$ cat src/rtl/core/fir_filter_centered_zero_pad_unit_macros.svh
// ----------------------------------------------------------------------------
// Assertion macros for the centered zero-pad FIR unit
// Shorthand for clocked implication checks with asynchronous reset disable.
// ----------------------------------------------------------------------------
`ifndef FIR_FILTER_CENTERED_ZERO_PAD_UNIT_MACROS_SVH
`define FIR_FILTER_CENTERED_ZERO_PAD_UNIT_MACROS_SVH

// Same-cycle implication, disabled while reset is asserted.
`define FZP_ASSERT_IMPLY(label, clk, rst_n, ante, cons) \
    label: assert property (@(posedge clk) disable iff (!rst_n) (ante) |-> (cons)) \
        else $error("fzp: same-cycle check failed");

// Next-cycle implication, disabled while reset is asserted.
`define FZP_ASSERT_NEXT(label, clk, rst_n, ante, cons) \
    label: assert property (@(posedge clk) disable iff (!rst_n) (ante) |=> (cons)) \
        else $error("fzp: next-cycle check failed");

`endif

$ cat src/rtl/core/fzp_pkg.sv
`timescale 1ns / 1ps
// ----------------------------------------------------------------------------
// fzp_pkg
// Shared types and constants of the centered zero-pad FIR unit.
// ----------------------------------------------------------------------------
package fzp_pkg;

    localparam int SAMPLE_W        = 16;
    localparam int COEFF_W         = 16;
    localparam int PROD_W          = SAMPLE_W + COEFF_W;
    localparam int NUM_COEFF       = 7;
    localparam int TAP_COUNT_W     = 3;
    localparam int CFG_INDEX_W     = 3;
    localparam int CFG_DATA_W      = 16;
    localparam int OFF_W           = 2;
    localparam int ROUND_SHIFT     = 14;
    localparam int DEF_MAX_TAPS    = 7;
    localparam int DEF_COUNT_WIDTH = 16;

    localparam logic [TAP_COUNT_W-1:0] TAP_COUNT_RESET = 3'd1;
    localparam logic signed [COEFF_W-1:0] COEFF_0_RESET = 16'sd16384;

    typedef enum logic [CFG_INDEX_W-1:0] {
        REG_TAP_COUNT,
        REG_COEFF_0,
        REG_COEFF_1,
        REG_COEFF_2,
        REG_COEFF_3,
        REG_COEFF_4,
        REG_COEFF_5,
        REG_COEFF_6
    } cfg_reg_t;

    typedef enum logic {
        ST_RUN,
        ST_FLUSH
    } seq_state_t;

    typedef struct packed {
        logic signed [SAMPLE_W-1:0] sample;
        logic                       end_of_signal;
    } in_item_t;

    typedef struct packed {
        logic signed [SAMPLE_W-1:0] filtered;
        logic                       saturated;
        logic                       last_out;
    } result_t;

    // Control handed from the sequencer to every tap cell.
    typedef struct packed {
        logic shift;
        logic clear;
    } cell_ctrl_t;

    // Item tag that travels with the product set into the adder tree.
    typedef struct packed {
        logic valid;
        logic last;
    } tag_t;

endpackage

$ cat src/rtl/core/fzp_tap_cell.sv
`timescale 1ns / 1ps
// ----------------------------------------------------------------------------
// fzp_tap_cell
// One history slot of the filter: holds a sample and forms its weighted product.
// ----------------------------------------------------------------------------
module fzp_tap_cell (
    input  logic                                 clk,
    input  logic                                 rst_n,
    input  fzp_pkg::cell_ctrl_t                  ctrl,
    input  logic signed [fzp_pkg::SAMPLE_W-1:0]  data_in,
    input  logic signed [fzp_pkg::COEFF_W-1:0]   weight,
    output logic signed [fzp_pkg::SAMPLE_W-1:0]  data_out,
    output logic signed [fzp_pkg::PROD_W-1:0]    product
);
    import fzp_pkg::*;

    logic signed [SAMPLE_W-1:0] sample_reg;
    logic signed [PROD_W-1:0]   prod_reg;
    logic signed [PROD_W-1:0]   mult;

    // Operands are sign-extended to the product width before the multiply.
    assign mult = data_in * weight;

    // The product is taken from the incoming sample, so a clear on the same
    // shift still lets the final item use the value that enters this slot.
    always_ff @(posedge clk or negedge rst_n)
    begin
        if (!rst_n)
        begin
            sample_reg <= '0;
        end
        else if (ctrl.shift)
        begin
            sample_reg <= ctrl.clear ? '0 : data_in;
        end
    end

    always_ff @(posedge clk)
    begin
        if (ctrl.shift)
        begin
            prod_reg <= mult;
        end
    end

    assign data_out = sample_reg;
    assign product  = prod_reg;

endmodule

$ cat config.mk
export PLATFORM = sky130hd
export DESIGN_NAME = fzp_tap_cell
export DESIGN_NICKNAME = d
export VERILOG_FILES = /design/src/rtl/core/fir_filter_centered_zero_pad_unit_macros.svh /design/src/rtl/core/fzp_pkg.sv /design/src/rtl/core/fzp_tap_cell.sv
export SDC_FILE = /design/constraint.sdc
export NUM_CORES = 1
export LEC_CHECK = 0
export BUFFER_PORTS_ARGS = -buffer_cell sky130_fd_sc_hd__buf_2
export CORE_MARGIN = 1.5
export CORE_UTILIZATION = 25
export CTS_BUF_LIST = sky130_fd_sc_hd__clkbuf_8
export CTS_CLUSTER_SIZE = 24
export DETAILED_ROUTE_END_ITERATION = 6
export GPL_TIMING_DRIVEN = 0
export SLEW_MARGIN = 30
export SYNTH_ARGS = -nofsm -noshare
export SYNTH_HDL_FRONTEND = slang
export SYNTH_SLANG_ARGS = --single-unit
$ cat constraint.sdc
create_clock -name clk -period 0.8 [get_ports clk]
set_input_delay 0.16 -clock clk [delete_from_list [all_inputs] [get_ports clk]]
set_output_delay 0.16 -clock clk [all_outputs]
set_load 0.02 [all_outputs]
==> reports/qor.yml <==
critical_path:
  cp.arrival_ns: 5.52
  critPathKind: "input pin to register"
  r2r_end: "data_out[10]$_DFFE_PN0P_"
  cp_data_required_time_ns: 0.98
  r2r-start: "data_out[10]$_DFFE_PN0P_"
  slowest_stage: "fa_2"
  r2r_cells: 3
  worstSetupStartpointType: "input pin"
  end_kind: "register"
  crit_chain: "buf_12 > clkbuf_16 > and2_4 > fa_2 > buf_4 > fa_1 > fa_1 > fa_1 > fa_1 > inv_1 > fa_1 > inv_1 > ha_4 > nand3_4 > or3_4 > o31a_1 > o211ai_2 > nand4_1 > a211oi_2"
  cp_slowest_stage_delay_ns: 0.66
  cp-endpoint: "product[30]$_DFFE_PP_"
  startpoint: "weight[3]"
  crit_fanout: 7
  crit_top_cell: "fa_1"
  ff2ff_setup_slack_ns: 0.04
synthesis:
  synth_cell_type_count: 54
  ys_seq_elements: 48
  synth_compound_area_share_pct: 5.44
  synthTopCellsByArea: "fa_1 (45%), inv_1 (10%), ha_1 (8.9%), edfxtp_1 (8.3%), and2_1 (6.6%)"
  async_flop_share_pct: 33.3
  yosysMostFrequentCell: "inv_1"
  synthSimpleGateAreaFrac_pct: 14.5
  synth_top_family_by_area: "adder cells"
  synth-xor-area-share_pct: 2.57
  syn_area_um2: 11600
  synth.yosys.seq_area_share_pct: 11.8
  synth-main-ff-cell: "edfxtp_1"
  muxShareOfSynthArea_pct: 0.0865
  avgSynthCellArea_um2: 9.67
  synth_top_area_share_pct: 45.3
  synth_fa_ha_area_share_pct: 54.2
  synth_common_cells: "inv_1 (307), fa_1 (262), nand2_1 (130)"
  syn_nets: 1577
  synth_warnings: 0
  synthCells: 1197
  synth_enable_flop_cells: 32
  yosysTopAreaCell: "fa_1"
drt:
  vias_per_cell: 4.48
  routed-via-count: 8946
  first_pass_iters: 5
  wl_mm: 34.0
  drc: 0
  wl_per_cell_um: 17.1
  drtIter0Drc: 575
  ant_nets: 0
timing:
  layout_min_cycle_time_ns: 5.34
  tightest_slew_ns: 0.557
  max_freq_ghz: 0.187
  finalSetupViolations: 78
  hold_viol: 0
  fin_ws_ns: -4.54
  slew_violations: 0
  clock_skew_ns: 0
  rsz0062_at_grt: "true"
  slew_headroom_pct: 62.6
  finalCritPeriodShare_pct: 667
  whs_ns: 0.106
cells_and_area:
  final_nets: 1772
  seqCellArea_um2: 1360
  drive_above_1_share_pct: 30.1
  fill_cells: 4509
  syn_to_final_growth_pct: 40.0
  multiInputGateArea_um2: 9950
status:
  violations: "setup timing"
  status: "finished, violations left"
die:
  start_util_pct: 25.4
  die_width_um: 218
  rows: 78
  dieArea_um2: 47600
  ioPinCount: 84
  fp.coreArea_um2: 45600
  die_y_um: 218
clock_tree:
  clk_pin_slew_ns: 0.11
  cts_buffer_depth: 2
  cts_tree: "yes"
  htree_num_levels: 2
  insertion_delay_ns: 0.34
  cts_inserted_buffers: 5
  cts.sinks: 48
  cts-root-buf: "clkbuf_8"
job:
  maxCapViolCount: 0
place:
  io_buffers: 83
  dp_hpwl_mm: 26.1
  gp_congestion: 0.889
global_routing:
  track_usage_pct: 15.0
  antenna_found_initial: 1
  grt_overflow: 0
  grt_pass1_wl_mm: 54.3
  grt_pass1_vias: 10100
  grt_max_degree: 38
worst_hold_path:
  hold_path_class: "input pin to register"
==> worst max-delay path, delay by kind of cell <==
family,cells,cell delay [ns]
simple gates,4,0.77
compound gates,3,0.74
fa+ha+maj,7,3.34
buf+inv,5,0.51
==> flip-flops by register name (all words and copies together), names as in the netlist <==
register  flops
product      32
data_out     16
==> cell families (layout without fill, tap and decap cells) <==
family	after synthesis	count (layout)
buffers and inverters	347	543
adder cells (fa/ha/maj)	344	344
AND/OR/NAND/NOR	326	326
AO/OA/AOI/OAI	97	97
flip-flops	48	48
XOR/XNOR	34	34
multiplexers	1	1
other	0	2
==> area by class of cell <==
| class | count | area share, % |
|---|---|---|
| Antenna cell | 2 | 0.0309 |
| Buffer | 40 | 5.06 |
| Clock buffer | 5 | 0.425 |
| Clock inverter | 3 | 0.239 |
| Inverter | 307 | 7.16 |
| Multi-Input combinational cell | 802 | 61.4 |
| Sequential cell | 48 | 8.40 |
| Tap cell | 600 | 4.63 |
| Timing Repair Buffer | 188 | 12.6 |
==> worst min path at each step <==
stage,from,to,depth (start not counted)
after floorplan,rst_n,data_out[0]$_DFFE_PN0P_,0
after global placement,rst_n,data_out[5]$_DFFE_PN0P_,1
after detailed placement,rst_n,data_out[5]$_DFFE_PN0P_,1
after CTS,data_in[4],data_out[4]$_DFFE_PN0P_,3
after global routing,data_in[8],data_out[8]$_DFFE_PN0P_,3
final,data_in[4],data_out[4]$_DFFE_PN0P_,3
==> per-stage QoR <==
stage	setup WS [ns]	cell area [um^2]	setup TNS [ns]	util [%]	cells
3_5_place_dp	-5.31	13500	-154.60	29.6	1880
6_report	-4.54	16200	-120.97	35.6	1995
2_1_floorplan	-4.47	12300	-106.27	-	1197
4_1_cts	-4.47	15300	-119.47	33.6	1952
3_3_place_gp	-5.27	13500	-152.09	29.6	1880
5_1_grt	-4.73	16200	-125.94	35.6	1994
==> placed cells by master (no fill, tap or decap), types with 8 or more instances in the layout <==
cell type	count
inv_2	23
a21oi_2	9
buf_6	81
dfrtp_1	16
nand2_2	8
o21ai_0	13
o21ai_2	8
o21ai_1	8
buf_12	25
xnor2_1	26
inv_1	283
buf_4	67
ha_1	45
nand3b_1	16
and2_4	24
clkbuf_8	9
a21oi_1	10
clkbuf_16	28
buf_2	10
ha_4	35
edfxtp_1	32
nor2_1	17
nand2_1	114
fa_2	17
and2_1	98
fa_1	245
==> metal layers <==
metal / up-vias / GRT usage (%) / part of all wire [%]
met5: - / 0 / 0
met4: 0 / 3.82 / 1.8
met3: 39 / 1.99 / 6.3
met2: 290 / 26.1 / 50
met1: 4661 / 19.5 / 42
li1: 3956 / - / -
==> what timing repair did <==
action | CTS | global route
hold buffers | 1 | 0
hold endpoints to repair | 16 | 0
endpoints found under the setup margin | 127 | 89
resized for setup | 266 | 135
cloned | 2 | 0
pin swaps | 79 | 71
buffers inserted | 62 | 44
Power is not shown: default switching activity piles up to over one toggle a cycle in this logic, so the estimate is an artifact.
