--- src/rtl/core/fir_filter_centered_zero_pad_unit_macros.svh ---
// ----------------------------------------------------------------------------
// Assertion macros for the centered zero-pad FIR unit
// Shorthand for clocked implication checks with asynchronous reset disable.
// ----------------------------------------------------------------------------
`ifndef FIR_FILTER_CENTERED_ZERO_PAD_UNIT_MACROS_SVH
`define FIR_FILTER_CENTERED_ZERO_PAD_UNIT_MACROS_SVH

// Same-cycle implication, disabled while reset is asserted.
`define FZP_ASSERT_IMPLY(label, clk, rst_n, ante, cons) \
    label: assert property (@(posedge clk) disable iff (!rst_n) (ante) |-> (cons)) \
        else $error("fzp: same-cycle check failed");

// Next-cycle implication, disabled while reset is asserted.
`define FZP_ASSERT_NEXT(label, clk, rst_n, ante, cons) \
    label: assert property (@(posedge clk) disable iff (!rst_n) (ante) |=> (cons)) \
        else $error("fzp: next-cycle check failed");

`endif

--- src/rtl/core/fzp_pkg.sv ---
`timescale 1ns / 1ps
// ----------------------------------------------------------------------------
// fzp_pkg
// Shared types and constants of the centered zero-pad FIR unit.
// ----------------------------------------------------------------------------
package fzp_pkg;

    localparam int SAMPLE_W        = 16;
    localparam int COEFF_W         = 16;
    localparam int PROD_W          = SAMPLE_W + COEFF_W;
    localparam int NUM_COEFF       = 7;
    localparam int TAP_COUNT_W     = 3;
    localparam int CFG_INDEX_W     = 3;
    localparam int CFG_DATA_W      = 16;
    localparam int OFF_W           = 2;
    localparam int ROUND_SHIFT     = 14;
    localparam int DEF_MAX_TAPS    = 7;
    localparam int DEF_COUNT_WIDTH = 16;

    localparam logic [TAP_COUNT_W-1:0] TAP_COUNT_RESET = 3'd1;
    localparam logic signed [COEFF_W-1:0] COEFF_0_RESET = 16'sd16384;

    typedef enum logic [CFG_INDEX_W-1:0] {
        REG_TAP_COUNT,
        REG_COEFF_0,
        REG_COEFF_1,
        REG_COEFF_2,
        REG_COEFF_3,
        REG_COEFF_4,
        REG_COEFF_5,
        REG_COEFF_6
    } cfg_reg_t;

    typedef enum logic {
        ST_RUN,
        ST_FLUSH
    } seq_state_t;

    typedef struct packed {
        logic signed [SAMPLE_W-1:0] sample;
        logic                       end_of_signal;
    } in_item_t;

    typedef struct packed {
        logic signed [SAMPLE_W-1:0] filtered;
        logic                       saturated;
        logic                       last_out;
    } result_t;

    // Control handed from the sequencer to every tap cell.
    typedef struct packed {
        logic shift;
        logic clear;
    } cell_ctrl_t;

    // Item tag that travels with the product set into the adder tree.
    typedef struct packed {
        logic valid;
        logic last;
    } tag_t;

endpackage

--- src/rtl/core/fzp_sum_tree.sv ---
`timescale 1ns / 1ps
// ----------------------------------------------------------------------------
// fzp_sum_tree
// Registered adder tree over the cell products, then round, shift and clip.
// ----------------------------------------------------------------------------
module fzp_sum_tree #(
    parameter int MAX_TAPS = fzp_pkg::DEF_MAX_TAPS
) (
    input  logic                               clk,
    input  logic                               rst_n,
    input  logic signed [fzp_pkg::PROD_W-1:0]  prod [MAX_TAPS],
    input  fzp_pkg::tag_t                      tag,
    output logic                               ready,
    output logic                               out_valid,
    input  logic                               out_stall,
    output fzp_pkg::result_t                   out_data
);
    import fzp_pkg::*;

    localparam int LEAVES  = 8;
    localparam int A_W     = PROD_W + 1;
    localparam int B_W     = PROD_W + 2;
    localparam int ACC_W   = PROD_W + 3;
    localparam int SHIFT_W = ACC_W - ROUND_SHIFT;

    localparam logic signed [ACC_W-1:0]   ROUND_HALF = ACC_W'(1) <<< (ROUND_SHIFT - 1);
    localparam logic signed [SHIFT_W-1:0] POS_LIM    = SHIFT_W'(2 ** (SAMPLE_W - 1) - 1);
    localparam logic signed [SHIFT_W-1:0] NEG_LIM    = -SHIFT_W'(2 ** (SAMPLE_W - 1));

    logic signed [PROD_W-1:0] leaf [LEAVES];
    logic signed [A_W-1:0]    sa_reg [LEAVES/2];
    logic signed [B_W-1:0]    sb_reg [LEAVES/4];
    logic                     va_reg, la_reg, vb_reg, lb_reg, vo_reg;
    result_t                  out_reg;
    result_t                  out_next;
    logic                     ready_a, ready_b, ready_o;

    logic signed [ACC_W-1:0]   total;
    logic signed [ACC_W-1:0]   rounded;
    logic signed [SHIFT_W-1:0] shifted;

    for (genvar i = 0; i < LEAVES; i++)
    begin : g_leaf
        if (i < MAX_TAPS)
        begin : g_used
            assign leaf[i] = prod[i];
        end
        else
        begin : g_pad
            assign leaf[i] = '0;
        end
    end

    // Each level moves when its successor is empty or moving.
    assign ready_o = !vo_reg || !out_stall;
    assign ready_b = !vb_reg || ready_o;
    assign ready_a = !va_reg || ready_b;
    assign ready   = ready_a;

    always_ff @(posedge clk or negedge rst_n)
    begin
        if (!rst_n)
        begin
            va_reg <= 1'b0;
            la_reg <= 1'b0;
            vb_reg <= 1'b0;
            lb_reg <= 1'b0;
            vo_reg <= 1'b0;
        end
        else
        begin
            if (ready_a)
            begin
                va_reg <= tag.valid;
                la_reg <= tag.last;
            end
            if (ready_b)
            begin
                vb_reg <= va_reg;
                lb_reg <= la_reg;
            end
            if (ready_o)
            begin
                vo_reg <= vb_reg;
            end
        end
    end

    always_ff @(posedge clk)
    begin
        if (ready_a)
        begin
            for (int i = 0; i < LEAVES / 2; i++)
            begin
                sa_reg[i] <= A_W'(leaf[2*i]) + A_W'(leaf[2*i+1]);
            end
        end
        if (ready_b)
        begin
            for (int i = 0; i < LEAVES / 4; i++)
            begin
                sb_reg[i] <= B_W'(sa_reg[2*i]) + B_W'(sa_reg[2*i+1]);
            end
        end
        if (ready_o)
        begin
            out_reg <= out_next;
        end
    end

    // Round half up, floor shift, then clip to the sample range.
    always_comb
    begin
        total   = ACC_W'(sb_reg[0]) + ACC_W'(sb_reg[1]);
        rounded = total + ROUND_HALF;
        shifted = $signed(rounded[ACC_W-1:ROUND_SHIFT]);
        out_next.last_out = lb_reg;
        if (shifted > POS_LIM)
        begin
            out_next.filtered  = POS_LIM[SAMPLE_W-1:0];
            out_next.saturated = 1'b1;
        end
        else if (shifted < NEG_LIM)
        begin
            out_next.filtered  = NEG_LIM[SAMPLE_W-1:0];
            out_next.saturated = 1'b1;
        end
        else
        begin
            out_next.filtered  = shifted[SAMPLE_W-1:0];
            out_next.saturated = 1'b0;
        end
    end

    assign out_valid = vo_reg;
    assign out_data  = out_reg;

endmodule

--- config.mk ---
export PLATFORM = sky130hd
export DESIGN_NAME = fzp_sum_tree
export DESIGN_NICKNAME = d
export VERILOG_FILES = /design/src/rtl/core/fir_filter_centered_zero_pad_unit_macros.svh /design/src/rtl/core/fzp_pkg.sv /design/src/rtl/core/fzp_sum_tree.sv
export SDC_FILE = /design/constraint.sdc
export NUM_CORES = 1
export LEC_CHECK = 0
export ABC_AREA = 1
export BUFFER_PORTS_ARGS = -buffer_cell sky130_fd_sc_hd__buf_2
export CAP_MARGIN = 15
export CORE_MARGIN = 4
export CORE_UTILIZATION = 64
export CTS_CLUSTER_DIAMETER = 150
export CTS_CLUSTER_SIZE = 16
export DETAILED_ROUTE_END_ITERATION = 16
export GPL_TIMING_DRIVEN = 0
export PLACE_DENSITY = 0.88
export SYNTH_ARGS = -nofsm -noshare
export SYNTH_HDL_FRONTEND = slang
export SYNTH_SLANG_ARGS = --single-unit
--- constraint.sdc ---
create_clock -name clk -period 9.4 [get_ports clk]
set_clock_uncertainty 0.05 [all_clocks]
set_input_delay 1.88 -clock clk [delete_from_list [all_inputs] [get_ports clk]]
set_output_delay 1.88 -clock clk [all_outputs]
set_load 0.05 [all_outputs]
==> flow_metrics.tcl <==
set metrics [dict create \
    reg2reg_to "out_data[1]$_SDFFCE_PN1P_" \
    intPower_w 0.003241 \
    syn-num-nets 2599 \
    grt_usage_pct 30.36 \
    clock-sinks 222 \
    crit_path_cell_trace "buf_2 > nand2_1 > nor2_1 > nand2_4 > buf_2" \
    syn_inst 2138 \
    cts.clk_slew.worst_paths_ps 80 \
    cts_buffers 17 \
    comb_power_share_pct 61.7 \
    met2_length_um 22320 \
    drc 0 \
    hold_path.class "flip-flop to flip-flop" \
    ctsHoldBuffers 0 \
    layout.nets 2868 \
    htreeDepth 1 \
    synth_xor_area_share_pct 8.114 \
    place_hpwl_um 40040 \
    wl_met1_um 20450 \
    cts_resized 0 \
    whs_endpoint "out_valid$_DFFE_PN0P_" \
    route.met3.wl_um 3427 \
    final_area_mm2 0.02023 \
    syn_area_mm2 0.01801 \
    synth.top_cell.area_share_pct 36.18 \
    endpoint_kind "primary output" \
    cts_setup_buffers 0 \
    rsz0062_at_grt "false" \
    dpl_cell_area_mm2 0.01978 \
    hold-path-cell-count 2 \
    reg2reg_depth 14 \
    worst_pin_slew_ps 791.8 \
    diodes 0 \
    grt_remaining_overflow 0 \
    crit_buf_inv 2 \
    max_cap_viol_count 0 \
    finalCritPeriodShare_pct 61.36 \
    grt_pass1_wl_um 76910 \
    via_count 15860 \
    r2r-start "sb_reg[0][33]$_DFFE_PP_" \
    min-delay-start "vb_reg$_DFFE_PN0P_" \
    rrSetupSlack_ps 6310 \
    synth_compound_area_share_pct 14.39 \
    hold_ws_ps 402.8 \
    vdd.ir_drop.worst_v 0.0001667 \
    cp_data_arrival_time_ps 3840 \
    cp_common_cell "buf_2" \
    gp_congestion 0.9675 \
    row_count 61 \
    synth_top_family_by_area "simple AND/OR/NAND/NOR gates" \
    wl_um 47390 \
    areaGrowthSynthToFinish_pct 12.33 \
    yosysUniqueCellTypes 48 \
    switching_share_pct 47.43 \
    wire_per_inst_um 16.98 \
    seqPwrFrac_pct 27.8 \
    yosys.area_share.simple_pct 19.08 \
    core_area_mm2 0.02778 \
    final.setup.tns_ps 0 \
    clockBufferDepth 3 \
    dr.pass1.iters 6 \
    chipHeight_um 175.8 \
    outcome "completed" \
    p_per_area_mw_per_mm2 304.7 \
    viasPerCell 5.684 \
    leakage_nw 9.552 \
    cts_tree "yes" \
    port_buffers 248 \
    drive_gt1_share_pct 12.73 \
    initial_core_util_pct 64.83 \
    synthFlopType "edfxtp_1" \
    fillers 2171 \
    crit_type "input pin to primary output" \
    required_ps 7470 \
    crit_fanout 54 \
    max_stage_delay_ps 540 \
    initialDrtViolationCount 1391 \
    grt_max_degree 82 \
    die_area_mm2 0.03089 \
    synthArstFlopShare_pct 2.252 \
    synth.avg_cell_area_um2 8.424 \
    min_period_ps 5768 \
    ant_nets 0 \
    yosysWarnings 0 \
    slew_viol_final 0 \
    grt_pass1_vias 15840 \
    root_buffer "clkbuf_16" \
    p_sw_w 0.002924 \
    cp_top_family "simple AND/OR/NAND/NOR gates" \
    muxShareOfSynthArea_pct 0.06252 \
    highest_layer "met4" \
    clkPwrFrac_pct 10.6 \
    final_common_cell "nand2_1" \
    largest_reg_flops 131 \
    ys_ff_latch 222 \
    start_kind "input pin" \
    slew_headroom_pct 47.21 \
    yosys-top-cells-area "edfxtp_1, ha_1, nand2_1" \
    die_w_um 175.8 \
    most-common-layout-cells "nand2_1, buf_2, inv_1" \
    setup_violations 0 \
    hold_viol 0 \
    max_freq_mhz 173.4 \
    synth-edff-count 217 \
    critPathSlowestCell "nand2_4" \
    yosysTopAreaCell "edfxtp_1" \
    yosysSeqAreaShare_pct 36.87 \
    synth_adder_area_share_pct 16.33 \
    clock_latency_ps 490 \
    io_pins 249 \
    antenna_found_initial 0 \
]
metrics by stage:
stage	cells	utilization, %	power [W]	setup slack, ps
floorplan	2138	-	0.004499	1882
finish	2790	72.82	0.006166	3632
detailed placement	2766	71.20	0.005472	3592
CTS	2790	72.82	0.006140	3589
global route	2790	72.82	0.006701	3413
global placement	2764	71.00	0.005364	380.9
cells by family after synthesis:
group | after synthesis
simple gates | 837
compound gates | 439
buf+inv | 241
fa+ha+maj | 232
flops | 222
xor+xnor | 166
mux | 1
synth_stat cells, types with 2 or more instances:
master / n
a31o_2: 4
o21ai_2: 4
dfrtp_1: 5
ha_1: 227
xor2_1: 119
o21ai_1: 5
fa_1: 5
nor2_2: 5
a21o_2: 2
nor3_2: 2
o31ai_1: 4
o21a_1: 17
o2111ai_1: 6
edfxtp_1: 217
nor3_1: 20
nand3b_1: 3
xnor2_1: 46
a21boi_1: 2
nor4_1: 8
nand2_1: 483
o311ai_0: 3
a211oi_1: 5
o211ai_1: 5
nand2_2: 9
nand4_1: 25
nand3_2: 2
o21ai_0: 92
a21o_1: 32
nor2_1: 211
a31oi_1: 18
inv_1: 238
o21bai_1: 33
nand3_1: 63
a221oi_1: 11
a21boi_0: 4
a21oi_1: 191
power groups by stage:
stage               registers (W)  logic [W]  clock network [W]
finish                    0.00171    0.00380           0.000651
global route              0.00174    0.00427           0.000696
CTS                       0.00171    0.00377           0.000653
detailed placement        0.00173    0.00374                  0
global placement          0.00173    0.00364                  0
floorplan                 0.00180    0.00269                  0
worst max path at each step:
stage	startpoint	slack, ps	depth (start not counted)	end
global route	out_stall	3410	5	ready
CTS	out_stall	3590	5	ready
finish	out_stall	3630	5	ready
global placement	out_stall	380	5	ready
floorplan	out_stall	1880	3	ready
detailed placement	out_stall	3590	5	ready
area by class of cell:
cell class	count	area (µm²)	area share [%]
tap	378	473.0	2.338
inverter	239	897.1	4.434
sequential	222	6641	32.83
timing repair buffer	250	1289	6.370
clock buffer	23	447.9	2.214
buffer	2	31.28	0.1546
clock inverter	1	3.754	0.01855
multi-input combinational	1675	10450	51.65
worst register-to-register path, stage by stage (launching register included):
cell and delay, ps:
edfxtp_1 390, inv_1 130, ha_1 250, ha_1 350
inv_1 80, nor3_1 290, nand2_1 140, nor2_1 240
nand4_1 210, nand3_2 160, xor2_2 170, inv_1 100
nand2_4 120, buf_12 130, nand2_1 50
routing by layer:
| metal | vias up | track usage [%] |
|---|---|---|
| met1 | 7216 | 40.79 |
| met3 | 75 | 4.154 |
| met5 | - | 0 |
| met4 | 0 | 7.050 |
| li1 | 7912 | - |
| met2 | 654 | 52.58 |
No activity file was read; power rests on OpenSTA's default activity.
